--- src/hw/rtl/aib_pkg.sv ---
// ----------------------------------------------------------------------------
// aib_pkg
// Shared types, codes and constants of the attention importance bank.
// ----------------------------------------------------------------------------
`default_nettype none

package aib_pkg;

  localparam int ENTRIES_DEF = 16;

  localparam int OP_W      = 2;
  localparam int INDEX_W   = 4;
  localparam int ACT_W     = 16;
  localparam int IMP_W     = 15;
  localparam int STAMP_W   = 32;
  localparam int TOTAL_W   = 20;
  localparam int WAGE_W    = 10;
  localparam int RENT_W    = 10;
  localparam int LIVE_W    = 5;
  localparam int CFG_IDX_W = 3;
  localparam int CFG_W     = 15;

  // activity (signed 16) times wage (unsigned 10): 27-bit signed product
  localparam int PROD_W = ACT_W + WAGE_W + 1;
  localparam int FRAC_W = 8;
  localparam int INC_W  = PROD_W - FRAC_W;
  localparam int SUM_W  = INC_W + 1;

  localparam logic [WAGE_W-1:0]        WAGE_RST    = 10'd10;
  localparam logic [RENT_W-1:0]        RENT_RST    = 10'd1;
  localparam logic signed [IMP_W-1:0]  IMP_MAX_RST = 15'sd1000;
  localparam logic signed [IMP_W-1:0]  IMP_MIN_RST = -15'sd1000;
  localparam logic [LIVE_W-1:0]        LIVE_RST    = 5'd0;

  typedef enum logic [OP_W-1:0] {
    OP_ACCESS = 2'd0,
    OP_DECAY  = 2'd1,
    OP_FOCUS  = 2'd2
  } op_t;

  typedef enum logic [CFG_IDX_W-1:0] {
    REG_WAGE    = 3'd0,
    REG_RENT    = 3'd1,
    REG_IMP_MAX = 3'd2,
    REG_IMP_MIN = 3'd3,
    REG_LIVE    = 3'd4
  } reg_idx_t;

  typedef enum logic [2:0] {
    S_IDLE,
    S_MUL,
    S_DIV,
    S_RUN,
    S_DONE
  } state_t;

  typedef struct packed {
    logic [IMP_W-1:0]   imp;
    logic [STAMP_W-1:0] stamp;
  } cell_data_t;

  typedef struct packed {
    op_t  op;
    logic live;
    logic hit;
  } head_ctrl_t;

endpackage

`default_nettype wire

--- src/hw/rtl/aib_cell.sv ---
// ----------------------------------------------------------------------------
// aib_cell
// One entry of the ring: holds importance and stamp, takes its neighbor's
// contents on every shift.
// ----------------------------------------------------------------------------
`default_nettype none

module aib_cell (
  input  wire logic                clk,
  input  wire logic                rst,
  input  wire logic                shift,
  input  wire aib_pkg::cell_data_t d_in,
  output aib_pkg::cell_data_t      d_out
);

  aib_pkg::cell_data_t data;

  always_ff @(posedge clk) begin
    if (rst) begin
      data <= '0;
    end else if (shift) begin
      data <= d_in;
    end
  end

  assign d_out = data;

endmodule

`default_nettype wire

--- src/hw/rtl/aib_head.sv ---
// ----------------------------------------------------------------------------
// aib_head
// Update unit on the ring's wrap link: access pay-in with clamp, decay with
// floor, focus threshold test for the entry at the head.
// ----------------------------------------------------------------------------
`default_nettype none

module aib_head (
  input  wire aib_pkg::head_ctrl_t                    ctrl,
  input  wire aib_pkg::cell_data_t                    cur,
  input  wire logic signed [aib_pkg::INC_W-1:0]       inc,
  input  wire logic [aib_pkg::STAMP_W-1:0]            tick,
  input  wire logic [aib_pkg::RENT_W-1:0]             rent,
  input  wire logic signed [aib_pkg::IMP_W-1:0]       imp_max,
  input  wire logic signed [aib_pkg::IMP_W-1:0]       imp_min,
  input  wire logic signed [aib_pkg::IMP_W-1:0]       thr,
  output aib_pkg::cell_data_t                         nxt,
  output logic                                        listed
);

  localparam int SUM_W = aib_pkg::SUM_W;
  localparam int DEC_W = aib_pkg::IMP_W + 1;

  logic signed [aib_pkg::IMP_W-1:0] cur_imp;
  logic signed [SUM_W-1:0]          acc_sum;
  logic signed [DEC_W-1:0]          dec_diff;
  logic signed [DEC_W-1:0]          rent_s;

  assign cur_imp = cur.imp;
  assign rent_s  = DEC_W'(signed'({1'b0, rent}));

  always_comb begin
    acc_sum  = SUM_W'(cur_imp) + SUM_W'(inc);
    if (acc_sum > SUM_W'(imp_max)) acc_sum = SUM_W'(imp_max);
    if (acc_sum < SUM_W'(imp_min)) acc_sum = SUM_W'(imp_min);

    dec_diff = DEC_W'(cur_imp) - rent_s;
    if (dec_diff < DEC_W'(imp_min)) dec_diff = DEC_W'(imp_min);

    nxt    = cur;
    listed = 1'b0;
    case (ctrl.op)
      aib_pkg::OP_ACCESS: begin
        if (ctrl.hit) begin
          nxt.imp   = aib_pkg::IMP_W'(acc_sum);
          nxt.stamp = tick;
        end
      end
      aib_pkg::OP_DECAY: begin
        if (ctrl.live) nxt.imp = aib_pkg::IMP_W'(dec_diff);
      end
      aib_pkg::OP_FOCUS: begin
        listed = ctrl.live && (cur_imp > thr);
      end
      default: begin
      end
    endcase
  end

endmodule

`default_nettype wire

--- src/hw/rtl/attention_importance_bank.sv ---
// Access: multiply, scale, one ring pass, result. Decay and focus: one ring pass, result;
// a focus scan can stall on the output. The ring moves one entry per cycle, except while a
// focus hit waits on a full result slot; a new transaction is taken after the last result.
// Reset: table, tick counter and result valid flag cleared, registers to defaults;
// no clearing pass, ready as soon as reset falls.
// ----------------------------------------------------------------------------
// attention_importance_bank
// Short-term importance table kept in a rotating ring of cells; every
// operation rotates the ring once through a shared update unit.
// ----------------------------------------------------------------------------
`default_nettype none

module attention_importance_bank #(
  parameter int ENTRIES = aib_pkg::ENTRIES_DEF
) (
  input  wire logic                                clk,
  input  wire logic                                rst,
  input  wire logic                                item_valid,
  output logic                                     item_ready,
  input  wire logic [aib_pkg::OP_W-1:0]            op,
  input  wire logic [aib_pkg::INDEX_W-1:0]         entry_index,
  input  wire logic signed [aib_pkg::ACT_W-1:0]    activity,
  input  wire logic signed [aib_pkg::IMP_W-1:0]    focus_threshold,
  output logic                                     result_valid,
  input  wire logic                                result_ready,
  output logic                                     found,
  output logic [aib_pkg::INDEX_W-1:0]              result_index,
  output logic signed [aib_pkg::IMP_W-1:0]         importance,
  output logic [aib_pkg::STAMP_W-1:0]              stamp,
  output logic signed [aib_pkg::TOTAL_W-1:0]       total_importance,
  output logic                                     last,
  input  wire logic                                cfg_valid,
  output logic                                     cfg_ready,
  input  wire logic [aib_pkg::CFG_IDX_W-1:0]       cfg_index,
  input  wire logic [aib_pkg::CFG_W-1:0]           cfg_data
);

  localparam int K_W = (ENTRIES > 1) ? $clog2(ENTRIES) : 1;
  localparam int IMP_W = aib_pkg::IMP_W;
  localparam int STAMP_W = aib_pkg::STAMP_W;
  localparam int TOTAL_W = aib_pkg::TOTAL_W;
  localparam int PROD_W = aib_pkg::PROD_W;
  localparam int INC_W = aib_pkg::INC_W;
  localparam logic [K_W-1:0] K_LAST = K_W'(ENTRIES - 1);

  aib_pkg::state_t state, state_next;

  logic [aib_pkg::WAGE_W-1:0]   wage;
  logic [aib_pkg::RENT_W-1:0]   rent;
  logic signed [IMP_W-1:0]      imp_max;
  logic signed [IMP_W-1:0]      imp_min;
  logic [aib_pkg::LIVE_W-1:0]   entries_in_use;

  logic [K_W-1:0]               k;
  logic [STAMP_W-1:0]           tick;
  aib_pkg::op_t                 op_q;
  logic [aib_pkg::INDEX_W-1:0]  idx_q;
  logic signed [aib_pkg::ACT_W-1:0] act_q;
  logic signed [IMP_W-1:0]      thr_q;
  logic signed [PROD_W-1:0]     prod;
  logic signed [PROD_W-1:0]     prod_rnd;
  logic signed [INC_W-1:0]      inc;

  logic                         hold_valid;
  logic [aib_pkg::INDEX_W-1:0]  hold_idx;
  logic signed [IMP_W-1:0]      hold_imp;
  logic [STAMP_W-1:0]           hold_stamp;
  logic signed [TOTAL_W-1:0]    total;

  aib_pkg::cell_data_t          cell_q  [ENTRIES];
  aib_pkg::cell_data_t          cell_in [ENTRIES];
  aib_pkg::cell_data_t          cur, nxt;
  aib_pkg::head_ctrl_t          ctrl;
  logic                         listed;
  logic signed [IMP_W-1:0]      cur_imp, nxt_imp;

  logic item_fire, slot_free, step, push_mid, push_final;

  // ring of cells, head at cell 0, update unit on the wrap link
  assign cur = cell_q[0];

  for (genvar i = 0; i < ENTRIES; i++) begin : g_cell
    if (i == ENTRIES - 1) begin : g_wrap
      assign cell_in[i] = nxt;
    end else begin : g_link
      assign cell_in[i] = cell_q[i+1];
    end
    aib_cell u_cell (
      .clk   (clk),
      .rst   (rst),
      .shift (step),
      .d_in  (cell_in[i]),
      .d_out (cell_q[i])
    );
  end

  assign ctrl.op   = op_q;
  assign ctrl.live = 32'(k) < 32'(entries_in_use);
  assign ctrl.hit  = (op_q == aib_pkg::OP_ACCESS) && ctrl.live && (32'(k) == 32'(idx_q));

  aib_head u_head (
    .ctrl    (ctrl),
    .cur     (cur),
    .inc     (inc),
    .tick    (tick),
    .rent    (rent),
    .imp_max (imp_max),
    .imp_min (imp_min),
    .thr     (thr_q),
    .nxt     (nxt),
    .listed  (listed)
  );

  assign cur_imp = cur.imp;
  assign nxt_imp = nxt.imp;

  assign item_ready = !rst && (state == aib_pkg::S_IDLE);
  assign item_fire  = item_valid && item_ready;
  assign cfg_ready  = !rst && (state == aib_pkg::S_IDLE);
  assign slot_free  = !result_valid || result_ready;

  assign push_mid   = (state == aib_pkg::S_RUN) && (op_q == aib_pkg::OP_FOCUS) &&
                      listed && hold_valid && slot_free;
  assign step       = (state == aib_pkg::S_RUN) &&
                      !((op_q == aib_pkg::OP_FOCUS) && listed && hold_valid && !slot_free);
  assign push_final = (state == aib_pkg::S_DONE) && slot_free;

  // truncate toward zero on the divide by 256
  assign prod_rnd = prod + (prod[PROD_W-1] ? PROD_W'(255) : PROD_W'(0));

  always_ff @(posedge clk) begin
    if (rst) begin
      state <= aib_pkg::S_IDLE;
    end else begin
      state <= state_next;
    end
  end

  always_comb begin
    state_next = state;
    unique case (state)
      aib_pkg::S_IDLE: begin
        if (item_fire) begin
          unique case (aib_pkg::op_t'(op))
            aib_pkg::OP_ACCESS: state_next = aib_pkg::S_MUL;
            aib_pkg::OP_DECAY,
            aib_pkg::OP_FOCUS:  state_next = aib_pkg::S_RUN;
            default:            state_next = aib_pkg::S_IDLE;
          endcase
        end
      end
      aib_pkg::S_MUL: state_next = aib_pkg::S_DIV;
      aib_pkg::S_DIV: state_next = aib_pkg::S_RUN;
      aib_pkg::S_RUN: begin
        if (step && (k == K_LAST)) state_next = aib_pkg::S_DONE;
      end
      aib_pkg::S_DONE: begin
        if (slot_free) state_next = aib_pkg::S_IDLE;
      end
      default: state_next = aib_pkg::S_IDLE;
    endcase
  end

  // configuration registers
  always_ff @(posedge clk) begin
    if (rst) begin
      wage           <= aib_pkg::WAGE_RST;
      rent           <= aib_pkg::RENT_RST;
      imp_max        <= aib_pkg::IMP_MAX_RST;
      imp_min        <= aib_pkg::IMP_MIN_RST;
      entries_in_use <= aib_pkg::LIVE_RST;
    end else if (cfg_valid && cfg_ready) begin
      unique case (aib_pkg::reg_idx_t'(cfg_index))
        aib_pkg::REG_WAGE:    wage           <= cfg_data[aib_pkg::WAGE_W-1:0];
        aib_pkg::REG_RENT:    rent           <= cfg_data[aib_pkg::RENT_W-1:0];
        aib_pkg::REG_IMP_MAX: imp_max        <= cfg_data[IMP_W-1:0];
        aib_pkg::REG_IMP_MIN: imp_min        <= cfg_data[IMP_W-1:0];
        aib_pkg::REG_LIVE:    entries_in_use <= cfg_data[aib_pkg::LIVE_W-1:0];
        default: begin
        end
      endcase
    end
  end

  // control state
  always_ff @(posedge clk) begin
    if (rst) begin
      k          <= '0;
      tick       <= '0;
      hold_valid <= 1'b0;
    end else begin
      if (item_fire) begin
        hold_valid <= 1'b0;
        if (op == aib_pkg::OP_ACCESS) tick <= tick + STAMP_W'(1);
      end
      if (step) begin
        k <= (k == K_LAST) ? '0 : k + K_W'(1);
        if (ctrl.hit || listed) hold_valid <= 1'b1;
      end
    end
  end

  // operation payload
  always_ff @(posedge clk) begin
    if (item_fire) begin
      op_q     <= aib_pkg::op_t'(op);
      idx_q    <= entry_index;
      act_q    <= activity;
      thr_q    <= focus_threshold;
      hold_idx <= (op == aib_pkg::OP_ACCESS) ? entry_index : '0;
      total    <= '0;
    end
    if (state == aib_pkg::S_MUL) begin
      prod <= PROD_W'(act_q) * PROD_W'(signed'({1'b0, wage}));
    end
    if (state == aib_pkg::S_DIV) begin
      inc <= INC_W'(prod_rnd >>> aib_pkg::FRAC_W);
    end
    if (step) begin
      if (ctrl.hit) begin
        hold_imp   <= nxt_imp;
        hold_stamp <= nxt.stamp;
      end
      if (listed) begin
        hold_idx   <= aib_pkg::INDEX_W'(k);
        hold_imp   <= cur_imp;
        hold_stamp <= cur.stamp;
      end
      if ((op_q == aib_pkg::OP_DECAY) && ctrl.live) begin
        total <= total + TOTAL_W'(nxt_imp);
      end
    end
  end

  // result register
  always_ff @(posedge clk) begin
    if (rst) begin
      result_valid <= 1'b0;
    end else if (push_mid || push_final) begin
      result_valid <= 1'b1;
    end else if (result_ready) begin
      result_valid <= 1'b0;
    end
  end

  always_ff @(posedge clk) begin
    if (push_mid) begin
      found            <= 1'b1;
      result_index     <= hold_idx;
      importance       <= hold_imp;
      stamp            <= hold_stamp;
      total_importance <= '0;
      last             <= 1'b0;
    end else if (push_final) begin
      found            <= hold_valid;
      result_index     <= hold_idx;
      importance       <= hold_valid ? hold_imp : '0;
      stamp            <= hold_valid ? hold_stamp : '0;
      total_importance <= total;
      last             <= 1'b1;
    end
  end

  a_idle_k_home: assert property (@(posedge clk) disable iff (rst)
    (state == aib_pkg::S_IDLE) |-> (k == '0))
    else $error("ring not at home position while idle");

  a_decay_no_hold: assert property (@(posedge clk) disable iff (rst)
    ((state != aib_pkg::S_IDLE) && (op_q == aib_pkg::OP_DECAY)) |-> !hold_valid)
    else $error("decay captured an entry");

  a_tick_only_access: assert property (@(posedge clk) disable iff (rst)
    !(item_fire && (op == aib_pkg::OP_ACCESS)) |=> $stable(tick))
    else $error("tick moved without an access");

  a_access_stamp: assert property (@(posedge clk) disable iff (rst)
    ((state == aib_pkg::S_DONE) && (op_q == aib_pkg::OP_ACCESS) && hold_valid)
      |-> (hold_stamp == tick))
    else $error("access stamp differs from tick");

endmodule

`default_nettype wire

--- config.mk ---
export PLATFORM = sky130hd
export DESIGN_NAME = attention_importance_bank
export DESIGN_NICKNAME = d
export VERILOG_FILES = /design/src/hw/rtl/aib_pkg.sv /design/src/hw/rtl/aib_cell.sv /design/src/hw/rtl/aib_head.sv /design/src/hw/rtl/attention_importance_bank.sv
export SDC_FILE = /design/constraint.sdc
export NUM_CORES = 2
export LEC_CHECK = 0
export BUFFER_PORTS_ARGS = -buffer_cell sky130_fd_sc_hd__buf_2
export CAP_MARGIN = 40
export CORE_ASPECT_RATIO = 2
export CORE_UTILIZATION = 55
export CTS_CLUSTER_DIAMETER = 120
export DETAILED_ROUTE_END_ITERATION = 8
export HOLD_SLACK_MARGIN = 0.15
export PLACE_DENSITY_LB_ADDON = 0.12
export SYNTH_ARGS = -nofsm -noshare
export SYNTH_HDL_FRONTEND = slang
export SYNTH_SLANG_ARGS = --single-unit
--- constraint.sdc ---
create_clock -name clk -period 11.15 [get_ports clk]
set_clock_uncertainty 0.05 [all_clocks]
set_input_delay 1.6725 -clock clk [delete_from_list [all_inputs] [get_ports clk]]
set_output_delay 1.6725 -clock clk [all_outputs]
set_load 0.005 [all_outputs]
==> impl_metrics.yaml <==
status:
  status: "completed"
critical_path:
  cp_top_family: "compound AO/OA/AOI/OAI gates"
  cpPeakStageDelay_ps: 570
  crit_type: "reg2reg"
  start_kind: "register"
  crit_arrival_ps: 10770
  cp.buffers_inverters: 3
  path_max_fanout: 13
  cp_slowest_cell: "a2111oi_2"
  required_ps: 11650
  end_kind: "register"
  critPathMostFrequentCell: "a21oi_1"
logic_synthesis:
  synth.distinct_cells: 85
  yosysMostFrequentCell: "nand2_1"
  synthCells: 5618
  synth_area_um2: 48710
  ys_ff_latch: 1075
  ys_warn_count: 0
  async_reset_ff_share_pct: 0
  yosysSeqAreaShare_pct: 47.90
  synth_fp_nets: 6018
  synth_mux_area_share_pct: 1.297
  synth_fa_ha_area_share_pct: 11.02
  yosys-top-cells-area: "dfxtp_1 37%, nand2_1 14%, edfxtp_1 11%"
  synth_top_cell_by_area: "dfxtp_1"
  synth_top_area_share_pct: 36.74
  ys.flop_type: "dfxtp_1"
  syn_area_per_cell_um2: 8.670
  synthXorXnorAreaFrac_pct: 2.104
  synthTopCellsByCount: "1,795 x nand2_1, 894 x dfxtp_1, 889 x a21oi_1"
  synth-simple-area-share_pct: 19.16
  synth_compound_area_share_pct: 13.32
  synth_edf_count: 181
  synth_top_family_by_area: "simple AND/OR/NAND/NOR gates"
die:
  dieArea_um2: 89820
  die_x_um: 212.4
  core-area_um2: 87860
  die_h_um: 422.9
  rows: 154
  io_pins: 136
  start_util_pct: 55.43
clock_network:
  clock-sinks: 1075
  ctsHoldBuffers: 0
  cts_tree: "yes"
  cts_resized: 0
  cts_buffer_depth: 3
  cts_made_buffers: 93
  clock_latency_ps: 700
  htreeDepth: 3
  postCtsSetupRepairBufs: 0
  cts.clk_slew.worst_paths_ps: 70
  cts_root_buffer: "clkbuf_16"
global_route:
  antenna_found_initial: 2
  grt_pass1_vias: 35220
  grt_overflow_total: 0
  grt_pass1_wl_um: 184500
  grt_max_degree: 241
  track_usage_pct: 25.90
timing:
  tns_ps: 0
  finalCritPeriodShare_pct: 92.13
  rsz0062_at_grt: "false"
  final-hold-violation-count: 0
  relSlewSlack_pct: 27.43
  min_period_ps: 10270
  fmax_ghz: 0.09735
  setup-violations-final: 0
  tightestPinTransition_ps: 1089
  slew_viol_final: 0
power_and_ir_drop:
  ir_drop_v: 0.0001387
  leakagePower_nw: 19.57
  powerDensity_nw_per_um2: 150.6
layout:
  final_area_um2: 53270
  drive_gt1_share_pct: 7.751
  fillers: 7896
  fin_nets: 5972
  syn2layout_area_growth_pct: 9.363
placement:
  place_area_um2: 50050
  place_hpwl_um: 79350
  place.gp.congestion: 0.9680
  portBuffers: 135
flow_run:
  cap_violations: 0
worst_hold_path:
  hp-class: "reg2reg"
drt:
  via_per_inst: 5.402
  wl_per_cell_um: 16.99
  drt-pass1-iter-count: 8
  drcViolationCount: 0
  wl_um: 115900
  vias: 36850
  drtIter0Drc: 2790
  detail-route-antenna-nets: 0
[cell type report]
| type | instances | area (um^2) | area share (%) |
|---|---|---|---|
| Inverter | 257 | 965.9 | 1.813 |
| Antenna cell | 1 | 2.502 | 0.004698 |
| Clock inverter | 38 | 476.7 | 0.8949 |
| Clock buffer | 136 | 2741 | 5.146 |
| Tap cell | 1170 | 1464 | 2.748 |
| Multi-Input combinational cell | 3948 | 22890 | 42.98 |
| Timing Repair Buffer | 197 | 1391 | 2.612 |
| Sequential cell | 1075 | 23330 | 43.80 |
[power by group]
part / switching [mW] / internal (mW) / leakage (nW)
Sequential: 0.0343 / 3.99 / 8.81
Combinational: 0.429 / 0.195 / 9.18
Clock: 1.49 / 1.89 / 1.58
[worst reg2reg max path, delay by kind of cell, from the launching register on]
kind / cells / cell delay (ps)
buf+inv: 3 / 510
compound gates: 23 / 5710
fa+ha+maj: 5 / 1360
simple gates: 8 / 1240
xor+xnor: 2 / 350
mux: 2 / 550
flops: 1 / 380
[routing by layer]
layer / track usage [%] / up-vias / routed length [um]
li1: - / 18320 / -
met1: 30.60 / 17470 / 47450
met2: 44.10 / 770 / 56850
met3: 4.005 / 293 / 4531
met4: 15.18 / 2 / 7087
met5: 0 / - / 17
[kinds of logic after synthesis]
kind of cell	Yosys count
simple gates	2265
flops	1075
mux	58
compound gates	1168
xor+xnor	117
fa+ha+maj	340
buf+inv	595
[per-stage QoR]
step	total power [mW]	utilization, %	cells	hold slack [ps]	worst slack, ps
6_report	8.021	60.62	6822	381.9	877.8
5_1_grt	8.324	60.62	6821	394.2	228.5
4_1_cts	8.107	60.62	6821	383.8	877.3
3_5_place_dp	4.734	56.96	6647	367.1	968.4
3_3_place_gp	4.713	56.59	6631	364.2	994.2
2_1_floorplan	4.550	-	5618	358.1	2451
[registers in the layout, indices dropped and copies added (netlist names), 4 cells and up]
register             flops
entries_in_use           5
prod                    27
imp_min                 15
tick                    32
rent                    10
idx_q                    4
thr_q                   15
g_cell.u_cell.d_out    752
total_importance        20
stamp                   32
imp_max                 15
hold_idx                 4
inc                     19
act_q                   16
hold_stamp              32
importance              15
hold_imp                15
total                   20
k                        4
wage                    10
result_index             4
[cells in the final DEF (no fill, tap or decap), types with 73 or more instances in the layout]
master	instances
dfxtp_1	893
clkbuf_16	95
edfxtp_1	181
nor2_1	118
a21oi_1	889
ha_1	192
xnor2_1	73
fa_1	148
buf_2	135
and2_1	150
o21ai_0	87
inv_1	252
nand2_1	1795
[worst paths after layout]
path,startpoint,end,slack (ps),depth (start not counted)
worst min register to register,hold_idx[2],result_index[2],380,0
worst max-delay path,inc[0],total[19],880,43
worst max register to register,inc[0],total[19],880,43
worst min-delay path,hold_idx[2],result_index[2],380,0
(Power assumes the default switching activity.)
